## src/sv/bsoc_pkg.sv

```systemverilog
// Package for the battery state-of-charge curve interpolator.
// Holds the 21-point discharge curve, segment spans and reciprocals.
// Standalone; used by battery_soc_curve_interpolator.
package bsoc_pkg;

	localparam int MvW     = 13;
	localparam int ChW     = 14;
	localparam int Points  = 21;
	localparam int IdxW    = 5;
	localparam int OffW    = 7;
	localparam int SpanChW = 10;
	localparam int ProdW   = 16;
	localparam int RecipW  = 20;
	localparam int RecipSh = 24;
	localparam int ScaledW = ProdW + RecipW;

	localparam logic [IdxW-1:0] LastIdx = IdxW'(Points - 1);
	localparam logic [ChW-1:0]  MaxCharge = ChW'(10000);

	typedef logic [IdxW-1:0] idx_t;

	function automatic logic [MvW-1:0] curve_mv(input idx_t idx);
		logic [MvW-1:0] mv;
		case (idx)
			5'd0:  mv = 13'd4200;
			5'd1:  mv = 13'd4150;
			5'd2:  mv = 13'd4100;
			5'd3:  mv = 13'd4050;
			5'd4:  mv = 13'd4000;
			5'd5:  mv = 13'd3950;
			5'd6:  mv = 13'd3900;
			5'd7:  mv = 13'd3850;
			5'd8:  mv = 13'd3800;
			5'd9:  mv = 13'd3780;
			5'd10: mv = 13'd3750;
			5'd11: mv = 13'd3720;
			5'd12: mv = 13'd3700;
			5'd13: mv = 13'd3650;
			5'd14: mv = 13'd3600;
			5'd15: mv = 13'd3550;
			5'd16: mv = 13'd3500;
			5'd17: mv = 13'd3450;
			5'd18: mv = 13'd3400;
			5'd19: mv = 13'd3300;
			5'd20: mv = 13'd3200;
			default: mv = 13'd3200;
		endcase
		return mv;
	endfunction

	function automatic logic [ChW-1:0] curve_charge(input idx_t idx);
		logic [ChW-1:0] ch;
		case (idx)
			5'd0:  ch = 14'd10000;
			5'd1:  ch = 14'd9500;
			5'd2:  ch = 14'd9000;
			5'd3:  ch = 14'd8500;
			5'd4:  ch = 14'd8000;
			5'd5:  ch = 14'd7500;
			5'd6:  ch = 14'd6800;
			5'd7:  ch = 14'd6000;
			5'd8:  ch = 14'd5200;
			5'd9:  ch = 14'd4500;
			5'd10: ch = 14'd3800;
			5'd11: ch = 14'd3200;
			5'd12: ch = 14'd2600;
			5'd13: ch = 14'd2000;
			5'd14: ch = 14'd1500;
			5'd15: ch = 14'd1000;
			5'd16: ch = 14'd700;
			5'd17: ch = 14'd500;
			5'd18: ch = 14'd300;
			5'd19: ch = 14'd100;
			5'd20: ch = 14'd0;
			default: ch = 14'd0;
		endcase
		return ch;
	endfunction

	// charge rise from point idx up to point idx-1; zero for the top point
	function automatic logic [SpanChW-1:0] span_ch(input idx_t idx);
		logic [SpanChW-1:0] s;
		case (idx)
			5'd6:  s = 10'd700;
			5'd7:  s = 10'd800;
			5'd8:  s = 10'd800;
			5'd9:  s = 10'd700;
			5'd10: s = 10'd700;
			5'd11: s = 10'd600;
			5'd12: s = 10'd600;
			5'd13: s = 10'd600;
			5'd14: s = 10'd500;
			5'd15: s = 10'd500;
			5'd16: s = 10'd300;
			5'd17: s = 10'd200;
			5'd18: s = 10'd200;
			5'd19: s = 10'd200;
			5'd20: s = 10'd100;
			5'd1, 5'd2, 5'd3, 5'd4, 5'd5: s = 10'd500;
			default: s = 10'd0;
		endcase
		return s;
	endfunction

	// ceil(2^24 / span_mv); exact floor for products below 2^16
	function automatic logic [RecipW-1:0] span_recip(input idx_t idx);
		logic [RecipW-1:0] r;
		case (idx)
			5'd9, 5'd12:  r = 20'd838861;   // 20 mV
			5'd10, 5'd11: r = 20'd559241;   // 30 mV
			5'd19, 5'd20: r = 20'd167773;   // 100 mV
			default:      r = 20'd335545;   // 50 mV
		endcase
		return r;
	endfunction

endpackage

```

## src/sv/battery_soc_curve_interpolator.sv

```systemverilog
// Battery voltage to state-of-charge interpolator, four-stage pipeline.
// Depends on bsoc_pkg for the curve constants and reciprocal tables.
//
// Takes one voltage item per cycle while in_ready is high; output back-pressure
// stalls it. Each charge passes the stage 1 to 4 registers. Stage 1 picks the
// curve segment with twenty-one parallel compares and forms the offset, stage 2
// multiplies offset by charge span, stage 3 divides by the voltage span through
// a reciprocal multiply, stage 4 adds the segment base and holds the result.
// Each stage moves when its successor is empty or moving, so bubbles close up
// under output back-pressure.
module battery_soc_curve_interpolator (
	input  logic                     clk,
	input  logic                     arst_n,
	input  logic                     in_valid,
	output logic                     in_ready,
	input  logic [bsoc_pkg::MvW-1:0] battery_millivolts,
	output logic                     out_valid,
	input  logic                     out_ready,
	output logic [bsoc_pkg::ChW-1:0] charge_hundredths
);

	logic v_s1, v_s2, v_s3, v_s4;
	logic en_s1, en_s2, en_s3, en_s4;

	bsoc_pkg::idx_t                  seg_s1, seg_s2, seg_s3;
	logic [bsoc_pkg::OffW-1:0]       off_s1;
	logic [bsoc_pkg::ProdW-1:0]      prod_s2;
	logic [bsoc_pkg::ScaledW-1:0]    scaled_s3;
	logic [bsoc_pkg::ChW-1:0]        charge_s4;

	bsoc_pkg::idx_t          seg_c;
	logic [bsoc_pkg::MvW-1:0] diff_c;

	assign en_s4    = !v_s4 || out_ready;
	assign en_s3    = !v_s3 || en_s4;
	assign en_s2    = !v_s2 || en_s3;
	assign en_s1    = !v_s1 || en_s2;
	assign in_ready = en_s1;

	// first point from the top not above the voltage
	always_comb begin
		seg_c = bsoc_pkg::LastIdx;
		for (int k = bsoc_pkg::Points - 1; k >= 1; k--) begin
			if (battery_millivolts >= bsoc_pkg::curve_mv(bsoc_pkg::IdxW'(k)))
				seg_c = bsoc_pkg::IdxW'(k);
		end
		if (battery_millivolts >= bsoc_pkg::curve_mv('0))
			seg_c = '0;
		if (seg_c == '0 || seg_c == bsoc_pkg::LastIdx && battery_millivolts <=
				bsoc_pkg::curve_mv(bsoc_pkg::LastIdx))
			diff_c = '0;
		else
			diff_c = battery_millivolts - bsoc_pkg::curve_mv(seg_c);
	end

	always_ff @(posedge clk or negedge arst_n) begin
		if (!arst_n) begin
			v_s1 <= 1'b0;
			v_s2 <= 1'b0;
			v_s3 <= 1'b0;
			v_s4 <= 1'b0;
		end else begin
			if (en_s1) v_s1 <= in_valid;
			if (en_s2) v_s2 <= v_s1;
			if (en_s3) v_s3 <= v_s2;
			if (en_s4) v_s4 <= v_s3;
		end
	end

	always_ff @(posedge clk) begin
		if (en_s1 && in_valid) begin
			seg_s1 <= seg_c;
			off_s1 <= diff_c[bsoc_pkg::OffW-1:0];
		end
		if (en_s2 && v_s1) begin
			seg_s2  <= seg_s1;
			prod_s2 <= bsoc_pkg::ProdW'(off_s1 * bsoc_pkg::span_ch(seg_s1));
		end
		if (en_s3 && v_s2) begin
			seg_s3    <= seg_s2;
			scaled_s3 <= bsoc_pkg::ScaledW'(prod_s2 * bsoc_pkg::span_recip(seg_s2));
		end
		if (en_s4 && v_s3) begin
			charge_s4 <= bsoc_pkg::curve_charge(seg_s3) +
				bsoc_pkg::ChW'(scaled_s3[bsoc_pkg::ScaledW-1:bsoc_pkg::RecipSh]);
		end
	end

	assign out_valid         = v_s4;
	assign charge_hundredths = charge_s4;

	a_charge_range: assert property (@(posedge clk) disable iff (!arst_n)
		v_s4 |-> charge_s4 <= bsoc_pkg::MaxCharge)
		else $error("charge above full scale");

	a_top_no_offset: assert property (@(posedge clk) disable iff (!arst_n)
		v_s1 && seg_s1 == '0 |-> off_s1 == '0)
		else $error("top segment with nonzero offset");

	a_offset_in_span: assert property (@(posedge clk) disable iff (!arst_n)
		v_s1 && seg_s1 != '0 |->
		7'(off_s1) < 7'(bsoc_pkg::curve_mv(seg_s1 - 5'd1) - bsoc_pkg::curve_mv(seg_s1)))
		else $error("offset outside its segment");

	a_stage_advance: assert property (@(posedge clk) disable iff (!arst_n)
		v_s3 && en_s4 |=> v_s4)
		else $error("item lost between stage 3 and output");

endmodule
```

## config.mk

```make
export PLATFORM = sky130hd
export DESIGN_NAME = battery_soc_curve_interpolator
export DESIGN_NICKNAME = d
export VERILOG_FILES = /design/src/sv/bsoc_pkg.sv /design/src/sv/battery_soc_curve_interpolator.sv
export SDC_FILE = /design/constraint.sdc
export NUM_CORES = 1
export LEC_CHECK = 0
export ABC_AREA = 1
export CAP_MARGIN = 30
export CORE_AREA = 2 2 158 160
export DETAILED_ROUTE_END_ITERATION = 10
export DIE_AREA = 0 0 160 162
export DONT_BUFFER_PORTS = 1
export GPL_TIMING_DRIVEN = 0
export PLACE_DENSITY = 0.82
export SLEW_MARGIN = 10
export SYNTH_ARGS = -nofsm -noshare
export SYNTH_HDL_FRONTEND = slang
export SYNTH_SLANG_ARGS = --single-unit
```

## constraint.sdc

```tcl
create_clock -name clk -period 16.96 [get_ports clk]
set_clock_uncertainty 0.1 [all_clocks]
set_input_delay 0 -clock clk [delete_from_list [all_inputs] [get_ports clk]]
set_output_delay 0 -clock clk [all_outputs]
set_load 0.03 [all_outputs]
```

## Yosys cells after proc, flatten, opt, wreduce, memory -nomap -nowiden

Memories as Yosys holds them, arrays and structs flattened. A register that Yosys moved wholly into a read port is not among the register bits.
Index checks and enable logic that the tools add are counted.

- Register bits: 92
- Bits in read-only memories: 1024
- Input bits: 17
- Output and inout bits: 16
- Logic and storage cells: 91
- Memories: 3

- $add $sub $neg: 2
- Multiply operators: 2
- Magnitude comparators: 21
- Equality and inequality tests: 7
- Multiplexer cells: 27
- Reduce and logical (&&, ||, !) cells: 18

Memories:

| memory | words | bits a word | read ports | clocked after Yosys merged registers in | write ports | line | source |
|---|---|---|---|---|---|---|---|
| (no name shown) | 32 | 12 | 1 | 1 | 0 | bsoc_pkg.sv:53 | `case (idx)` |
| (no name shown) | 32 | 12 | 1 | 0 | 0 | bsoc_pkg.sv:24 | `case (idx)` |
| (no name shown) | 32 | 8 | 1 | 1 | 0 | bsoc_pkg.sv:83 | `case (idx)` |

Operators with widths:

| cell | number |
|---|---|
| $ge A13 B12 Y1 const B | 17 |
| $mux W5 | 20 |
| $pmux W20 S3 | 1 |
| $ge A13 B13 Y1 const B | 3 |
| $mul A16 B20 Y36 | 1 |
| $eq A5 B4 Y1 const B | 4 |
| $mux W20 | 1 |
| $mul A7 B10 Y16 | 1 |
| $eq A5 B5 Y1 const B | 3 |
| $add A14 B12 Y14 | 1 |
| $mux W14 | 1 |
| $le A13 B12 Y1 const B | 1 |
| $mux W10 | 1 |
| $mux W7 | 1 |
| $sub A7 B7 Y7 | 1 |
| $mux W3 | 2 |
| $reduce_or A2 Y1 | 3 |
| $logic_and A1 B1 Y1 | 5 |
| $logic_not A5 Y1 | 1 |
| $logic_or A1 B1 Y1 | 5 |
| $logic_not A1 Y1 | 4 |

## Depth between registers and ports, before layout

Gate-level depths: netlist (run 1).

- Depth in word-level cells: 26
- Depth in mapped cells: 42
- Depth with buffers taken out: 42

## Worst setup path before layout (run 1)

OpenSTA, ideal clock, no wires.

- Path kind: reg-to-reg
- Start: register seg_s2[2]
- End: register scaled_s3[35] (netlist name), data pin
- Setup time: 0.265 ns
- Arrival: 7.092 ns
- Required time: 16.595 ns
- Slack: 9.503 ns
- Cell stages (with the launch flop): 36
- Buffers on the path: 1
- Period minus slack after synthesis: 7.457 ns
- Cells stage by stage: edfxtp_1 -> nand4_1 -> nand2_1 -> nor2_1 -> clkinv_1 -> nor2_2 -> inv_1 -> clkbuf_1 -> nor2_1 -> inv_1 -> fa_1 -> inv_1 -> fa_1 -> inv_1 -> fa_1 -> inv_1 -> fa_1 -> fa_1 -> inv_1 -> fa_1 -> inv_1 -> ha_1 -> nand2_1 -> a21oi_1 -> nor2_1 -> o21ai_0 -> a21oi_1 -> o21ai_0 -> nand2_1 -> nand3_1 -> a21boi_0 -> nand2_1 -> o211ai_1 -> a21oi_1 -> o21ai_0 -> xor2_1

- Longest elaborated chain between the ends: 5
- Elaborated cells on any way between the ends: 12
- Those cells by class: mul (1); eq/ne (6); mux (2); reduce/logical (3)

Ends and longest elaborated chain:

| element | line | source |
|---|---|---|
| from (decl) | battery_soc_curve_interpolator.sv:25 | `bsoc_pkg::idx_t seg_s1, seg_s2, seg_s3;` |
| from (signal assigned) | battery_soc_curve_interpolator.sv:76 | `seg_s2 <= seg_s1;` |
| $eq A5 B5 Y1 or $eq A5 B4 Y1 (tied branches) | bsoc_pkg.sv:108 | `case (idx)` |
| $reduce_or A2 Y1 | bsoc_pkg.sv:108 |  |
| $pmux W20 S3 * | bsoc_pkg.sv:108 |  |
| $mux W20 * | battery_soc_curve_interpolator.sv:79 | `if (en_s3 && v_s2) begin` |
| $mul A16 B20 Y36 * | battery_soc_curve_interpolator.sv:81 | `scaled_s3 <= bsoc_pkg::ScaledW'(prod_s2 * bsoc_pkg::span_recip(seg_s2));` |
| to (signal assigned) | battery_soc_curve_interpolator.sv:81 |  |
| to (decl) | battery_soc_curve_interpolator.sv:28 | `logic [bsoc_pkg::ScaledW-1:0] scaled_s3;` |

Every way passes the cells marked *; elsewhere a longest branch is shown, timed or not. The select of a mux whose other input is x is not followed.
A chain may end at the register's enable or synchronous reset.

## Worst setup path in the final report (run 1)

Same ends and word-level chain as after synthesis.

==> results of run 1 <==
[worst paths after layout]
kind | start | endpoint | slack (ns) | cells after the start
worst max-delay path | seg_s2[2] | scaled_s3[35] | 7.41 | 35
worst min-delay path | battery_millivolts[11] | seg_s1[4] | 0.005 | 3
worst max register to register | seg_s2[2] | scaled_s3[35] | 7.41 | 35
worst min register to register | seg_s1[2] | seg_s2[2] | 0.34 | 0
max in group asynchronous | arst_n | v_s3 | 16.24 | 2
min in group asynchronous | arst_n | v_s1 | 0.35 | 2
[timing repair]
action | 4_1_cts | 5_1_grt
hold buffers | 6 | 0
buffers inserted | 0 | 0
hold endpoints to repair | 13 | 0
gates resized for setup | 0 | 0
[per-stage QoR]
stage                     std cells  hold slack (ns)  instance area, um^2
after global placement         1999          -0.3955                14820
after global routing           2024          0.03235                15210
final                          2024         0.005078                15210
after CTS                      2022         0.008440                15190
after floorplan                1675          -0.3956                14410
after detailed placement       2000          -0.3954                14830
[synth_stat cells (3+ instances only)]
| master | number | area, um^2 |
|---|---|---|
| inv_1 | 434 | 1629 |
| nand2_1 | 232 | 870.8 |
| fa_1 | 213 | 4264 |
| ha_1 | 202 | 2527 |
| nor2_1 | 158 | 593.1 |
| a21oi_1 | 66 | 330.3 |
| edfxtp_1 | 62 | 1862 |
| o21ai_0 | 51 | 255.2 |
| xor2_1 | 27 | 236.5 |
| dfxtp_1 | 20 | 400.4 |
| clkbuf_1 | 19 | 71.32 |
| nand3_1 | 18 | 90.09 |
| inv_2 | 15 | 56.30 |
| nand2_2 | 13 | 81.33 |
| o21ai_1 | 12 | 60.06 |
| xnor2_1 | 12 | 105.1 |
| a31oi_1 | 10 | 62.56 |
| clkinv_1 | 8 | 30.03 |
| nand4_1 | 8 | 50.05 |
| nor3_1 | 8 | 40.04 |
| o211ai_1 | 7 | 52.55 |
| or2_2 | 7 | 43.79 |
| o21bai_1 | 6 | 45.04 |
| o31ai_1 | 6 | 45.04 |
| dfrtp_1 | 4 | 100.1 |
| nor2_2 | 4 | 25.02 |
| nor4_1 | 4 | 25.02 |
| o221ai_1 | 4 | 35.03 |
| a211oi_1 | 3 | 22.52 |
| a21oi_2 | 3 | 26.28 |
| inv_4 | 3 | 18.77 |
| nand2_4 | 3 | 33.78 |
| o21ai_2 | 3 | 26.28 |
[cell usage in the layout, fill, tap and decap left out, types with 6 or more instances in the layout]
master | synthesis | routed
clkinv_1 | 8 | 8
clkbuf_16 | 0 | 9
a21oi_1 | 66 | 66
dfxtp_1 | 20 | 20
xnor2_1 | 12 | 12
o21ai_0 | 51 | 51
nand2_1 | 232 | 232
inv_1 | 434 | 434
o21bai_1 | 6 | 6
nand2_2 | 13 | 13
inv_2 | 15 | 15
nor2_1 | 158 | 158
o31ai_1 | 6 | 6
dlygate4sd3_1 | 0 | 6
a31oi_1 | 10 | 10
xor2_1 | 27 | 27
edfxtp_1 | 62 | 62
nor3_1 | 8 | 8
ha_1 | 202 | 202
o211ai_1 | 7 | 7
fa_1 | 213 | 213
o21ai_1 | 12 | 12
clkbuf_1 | 19 | 19
nand4_1 | 8 | 8
or2_2 | 7 | 7
nand3_1 | 18 | 18
[cell families after synthesis]
group | count (synthesis) | synth area share, %
AO/OA/AOI/OAI | 189 | 7.943
buffers and inverters | 481 | 12.64
adder cells (fa/ha/maj) | 415 | 47.12
other | 1 | 0.02602
AND/OR/NAND/NOR | 464 | 13.52
XOR/XNOR | 39 | 2.370
flip-flops | 86 | 16.39
[area by class of cell]
class	count	share of cell area (%)
repair buffers	9	0.5759
multi-input cells	1108	67.26
well taps	324	2.666
clock buffers	9	1.481
plain buffers	21	0.5759
flip-flops and latches	86	15.53
clock inverters	7	0.5019
inverters	460	11.40
[layer usage]
layer | vias up | share of wire, % | track usage, % | routed length, um
met2 | 421 | 48 | 46.50 | 15990
li1 | 5173 | - | - | -
met4 | 0 | 2.7 | 8.272 | 910
met1 | 5234 | 41 | 33.81 | 13470
met3 | 83 | 8.4 | 7.380 | 2773
met5 | - | 0 | 0 | 0
[worst max-delay path, delay by kind of cell (launching register included)]
family                   cells  cell delay, ns
AND/OR/NAND/NOR             10            2.11
flip-flops                   1            0.47
AO/OA/AOI/OAI                8            1.51
XOR/XNOR                     1            0.29
adder cells (fa/ha/maj)      7            3.42
buffers and inverters        9            1.47
==> metrics.csv, run 1 <==
metric,value,unit
status,finished clean,
syn_area,0.01441,mm^2
vias,10911,
ios,33,
grt_pass1_vias,11590,
overflow,0,
rows,57,
cts_tree,yes,
drive_gt1_share,4.882,%
die_area,0.02592,mm^2
grtUsageTotal,27.14,%
cts_buffer_depth,2,
grt_start_max_net_pins,23,
drtAntennaViolNets,0,
die_width,160,um
worstPathMaxFanout,10,
cp_slowest_stage_delay,0.56,ns
antenna_found_initial,0,
crit_path_top_delay_cell,nor2_2,
synthToLayoutAreaGrowth,5.512,%
cts_max_level,3,
drc,0,
clk_pin_slew,0.07,ns
hold_viol_final,0,
maxSlewHeadroom,46.70,%
die_y,162,um
worst_hold_path_type,in2reg,
period_minus_slack,9.548,ns
n_antenna_cell,0,
fmax,104.7,MHz
dr.pass1.iters,6,
multi_input_area,0.01023,mm^2
hpwl,28.08,mm
grt_first_pass_wirelength,55.80,mm
end_kind,flop,
rsz0062_at_grt,no,
setup_viol,0,
worstPathRequired,17.02,ns
final_util,63.09,%
crit_type,reg2reg,
insertion_delay,0.37,ns
routed_via_density,5.391,
maxCapViolations,0,
fin_setup_tns,0,ns
yosys_warnings,0,
synthCells,1675,
cpMostUsedCell,inv_1,
wirelength,33.14,mm
clockRootBuffer,clkbuf_16,
cts.sinks,86,
wl_per_cell,16.38,um
ys_types,57,
register_area,0.002362,mm^2
ys_seq_elements,86,
io_buffer_count,0,
async_reset_ff_share,4.651,%
finalCritPeriodShare,56.29,%
worst_slew_pin_slew,0.7986,ns
seq_area_frac_synth,16.39,%
startpoint_type,flop,
numCtsBuffers,9,
avgSynthCellArea,8.605,um^2
dp_slack,7.671,ns
final_net_count,2127,
final.fill_count,2054,
synth_top_flop_cell,edfxtp_1,
core_area,0.02411,mm^2
fin_ws,7.412,ns
arrival,9.61,ns
dr.first_iter.drc_count,761,
synth_nets,2107,
place_congestion,1.007,
drv_slew,0,
start_util,59.79,%
synth_edf_count,62,
Power of run 1 is left out: the tool's default activity adds up to more than one toggle a clock period on the data nets, which glitch-free logic cannot reach.
==> inputs of run 2 (changes only) <==
--- a/config.mk
+++ b/config.mk
@@ -12,7 +12,7 @@
 export DIE_AREA = 0 0 160 162
 export DONT_BUFFER_PORTS = 1
 export GPL_TIMING_DRIVEN = 0
-export PLACE_DENSITY = 0.82
+export PLACE_DENSITY = 0.85
 export SLEW_MARGIN = 10
 export SYNTH_ARGS = -nofsm -noshare
 export SYNTH_HDL_FRONTEND = slang
==> constraint.sdc (replaced) <==
create_clock -name clk -period 7.82 [get_ports clk]
set_clock_uncertainty 0.1 [all_clocks]
set_input_delay 0 -clock clk [delete_from_list [all_inputs] [get_ports clk]]
set_output_delay 0 -clock clk [all_outputs]
set_load 0.03 [all_outputs]
==> run 2 against run 1 <==
Compared with the run above: die area stayed put; first-iteration DRC count is 41% higher; sequential share of layout area is 0.28 points lower; fmax is 27% higher; register-to-register slack worse by 7.1 ns; non-clock buffer count is 17 higher; hold slack better by 0.0036 ns; critical endpoint is now scaled_s3[33]; highest routed layer unchanged.
==> metrics.csv, run 2 (same netlist as run 1, synthesis figures left out) <==
metric,value,unit,change
routed_via_density,5.440,,+0.91%
critical_path_buf_inv_count,6,,-3
finalCritPeriodShare,95.87,%,+40 points
grt_pass1_vias,11674,,+0.72%
drc,0,,unchanged
grtUsageTotal,27.66,%,+0.52 points
fin_ws,0.3232,ns,-7.089 ns
critical_path.endpoint,scaled_s3[33],,
end_kind,flop,,
numCtsBuffers,9,,unchanged
worst_hold_path_type,in2reg,,
hold_viol_final,0,,unchanged
cts_tree,yes,,
arrival,7.51,ns,-2.10 ns
cts_max_level,3,,unchanged
worst_slew_pin_slew,0.7997,ns,+0.001070 ns
r2r-end,scaled_s3[33],,
cpMostUsedCell,fa_1,,
place_congestion,1.002,,-0.58%
grt_first_pass_wirelength,56.61,mm,+1.5%
r2r_cells,30,,-14%
startpoint_type,flop,,
overflow,0,,unchanged
synthToLayoutAreaGrowth,7.431,%,
layout_commonest_cell,inv_1,,
cp_top_family,adder cells,,
crit_path_top_delay_cell,fa_1,,
maxCapViolations,0,,unchanged
dp_slack,-1.603,ns,-9.274 ns
hpwl,28.24,mm,+0.57%
fin_setup_tns,0,ns,unchanged
period_minus_slack,7.497,ns,-2.051 ns
cp.depth,30,,-14%
io_buffer_count,0,,unchanged
layout_common_cells,"inv_1 (429), nand2_1 (231), fa_1 (213)",,
cts.sinks,86,,unchanged
grt_start_max_net_pins,23,,unchanged
worstPathMaxFanout,10,,unchanged
ios,33,,unchanged
clockRootBuffer,clkbuf_16,,
dr.pass1.iters,5,,-1
worstPathRequired,7.83,ns,-9.19 ns
wl_per_cell,16.93,um,+3.4%
antenna_found_initial,1,,+1
die_area,0.02592,mm^2,unchanged
cp_slowest_stage_delay,0.55,ns,about the same
clk_pin_slew,0.07,ns,about the same
final_net_count,2144,,+0.80%
r2r-start,seg_s2[1],,
die_width,160,um,unchanged
drive_gt1_share,7.571,%,+2.7 points
maxSlewHeadroom,46.63,%,-0.071 points
cts_buffer_depth,2,,unchanged
die_y,162,um,unchanged
core_area,0.02411,mm^2,unchanged
rsz0062_at_grt,no,,
crit_type,reg2reg,,
wirelength,34.56,mm,+4.3%
crit_start,seg_s2[1],,
start_util,59.79,%,unchanged
fmax,133.4,MHz,+27%
insertion_delay,0.37,ns,about the same
dr.first_iter.drc_count,1075,,+41%
rows,57,,unchanged
vias,11103,,+1.8%
setup_viol,0,,unchanged
n_antenna_cell,0,,unchanged
status,finished clean,,
drtAntennaViolNets,0,,unchanged
rrSetupSlack,0.32,ns,-7.09 ns
drv_slew,0,,unchanged
==> run 2: cell types whose count changed in the layout (fill, tap and decap cells not counted), sizes merged <==
cell,delta
clkinvlp,+2
buf,+19
bufinv,+1
clkbuf,-2
clkinv,-3
==> run 2: layer usage <==
metal	track usage [%]	routed length (um)	vias to the layer above
met5	0	0	-
met2	48.90	17180	456
met3	5.618	2800	78
met1	34.37	13650	5357
met4	8.559	928	0
li1	-	-	5212
==> run 2: final cells by class <==
class                           instances  area (um^2)
Multi-Input combinational cell       1108        10340
Fill cell                            1973         8621
Sequential cell                        86         2362
Inverter                              460         1749
Tap cell                              324        405.4
Clock buffer                            9        225.2
Timing Repair Buffer                   26        215.2
Buffer                                 21        108.9
Clock inverter                          7        81.33
==> run 2: repair_timing <==
action / 4_1_cts / 5_1_grt
resized for setup: 27 / 28
hold buffers: 6 / 0
hold endpoints to repair: 10 / 0
buffers inserted: 8 / 9
pin swaps: 4 / 9
setup endpoints to repair: 12 / 5
==> run 2: stage by stage <==
stage	hold slack (ns)	util (%)	std cells	instance area, um^2
after floorplan	-0.3956	-	1675	14410
after global placement	-0.3955	61.48	1999	14820
final	0.008669	64.24	2041	15480
after CTS	0.01342	63.61	2030	15330
after detailed placement	-0.3955	61.51	2000	14830
after global routing	0.04541	64.24	2041	15480
==> run 2: worst min-delay path by stage <==
stage	startpoint	to	slack, ns	cells past startpoint
6_report	battery_millivolts[11]	seg_s1[4]	0.009	3
5_1_grt	battery_millivolts[11]	seg_s1[4]	0.05	3
4_1_cts	battery_millivolts[11]	seg_s1[4]	0.01	3
3_5_place_dp	arst_n	out_valid	-0.40	0
3_3_place_gp	arst_n	out_valid	-0.40	0
2_1_floorplan	arst_n	out_valid	-0.40	0
==> run 2: worst register-to-register path: cells and delay by family (launching register included) <==
family | cells | cell delay (ns)
adders and majority gates | 7 | 3.39
and+or+nand+nor | 7 | 0.88
DFF | 1 | 0.44
buffers and inverters | 6 | 0.86
AOI/OAI and AO/OA | 9 | 1.39
xor gates and xnor gates | 1 | 0.17
Power of run 2 is left out for the same reason.
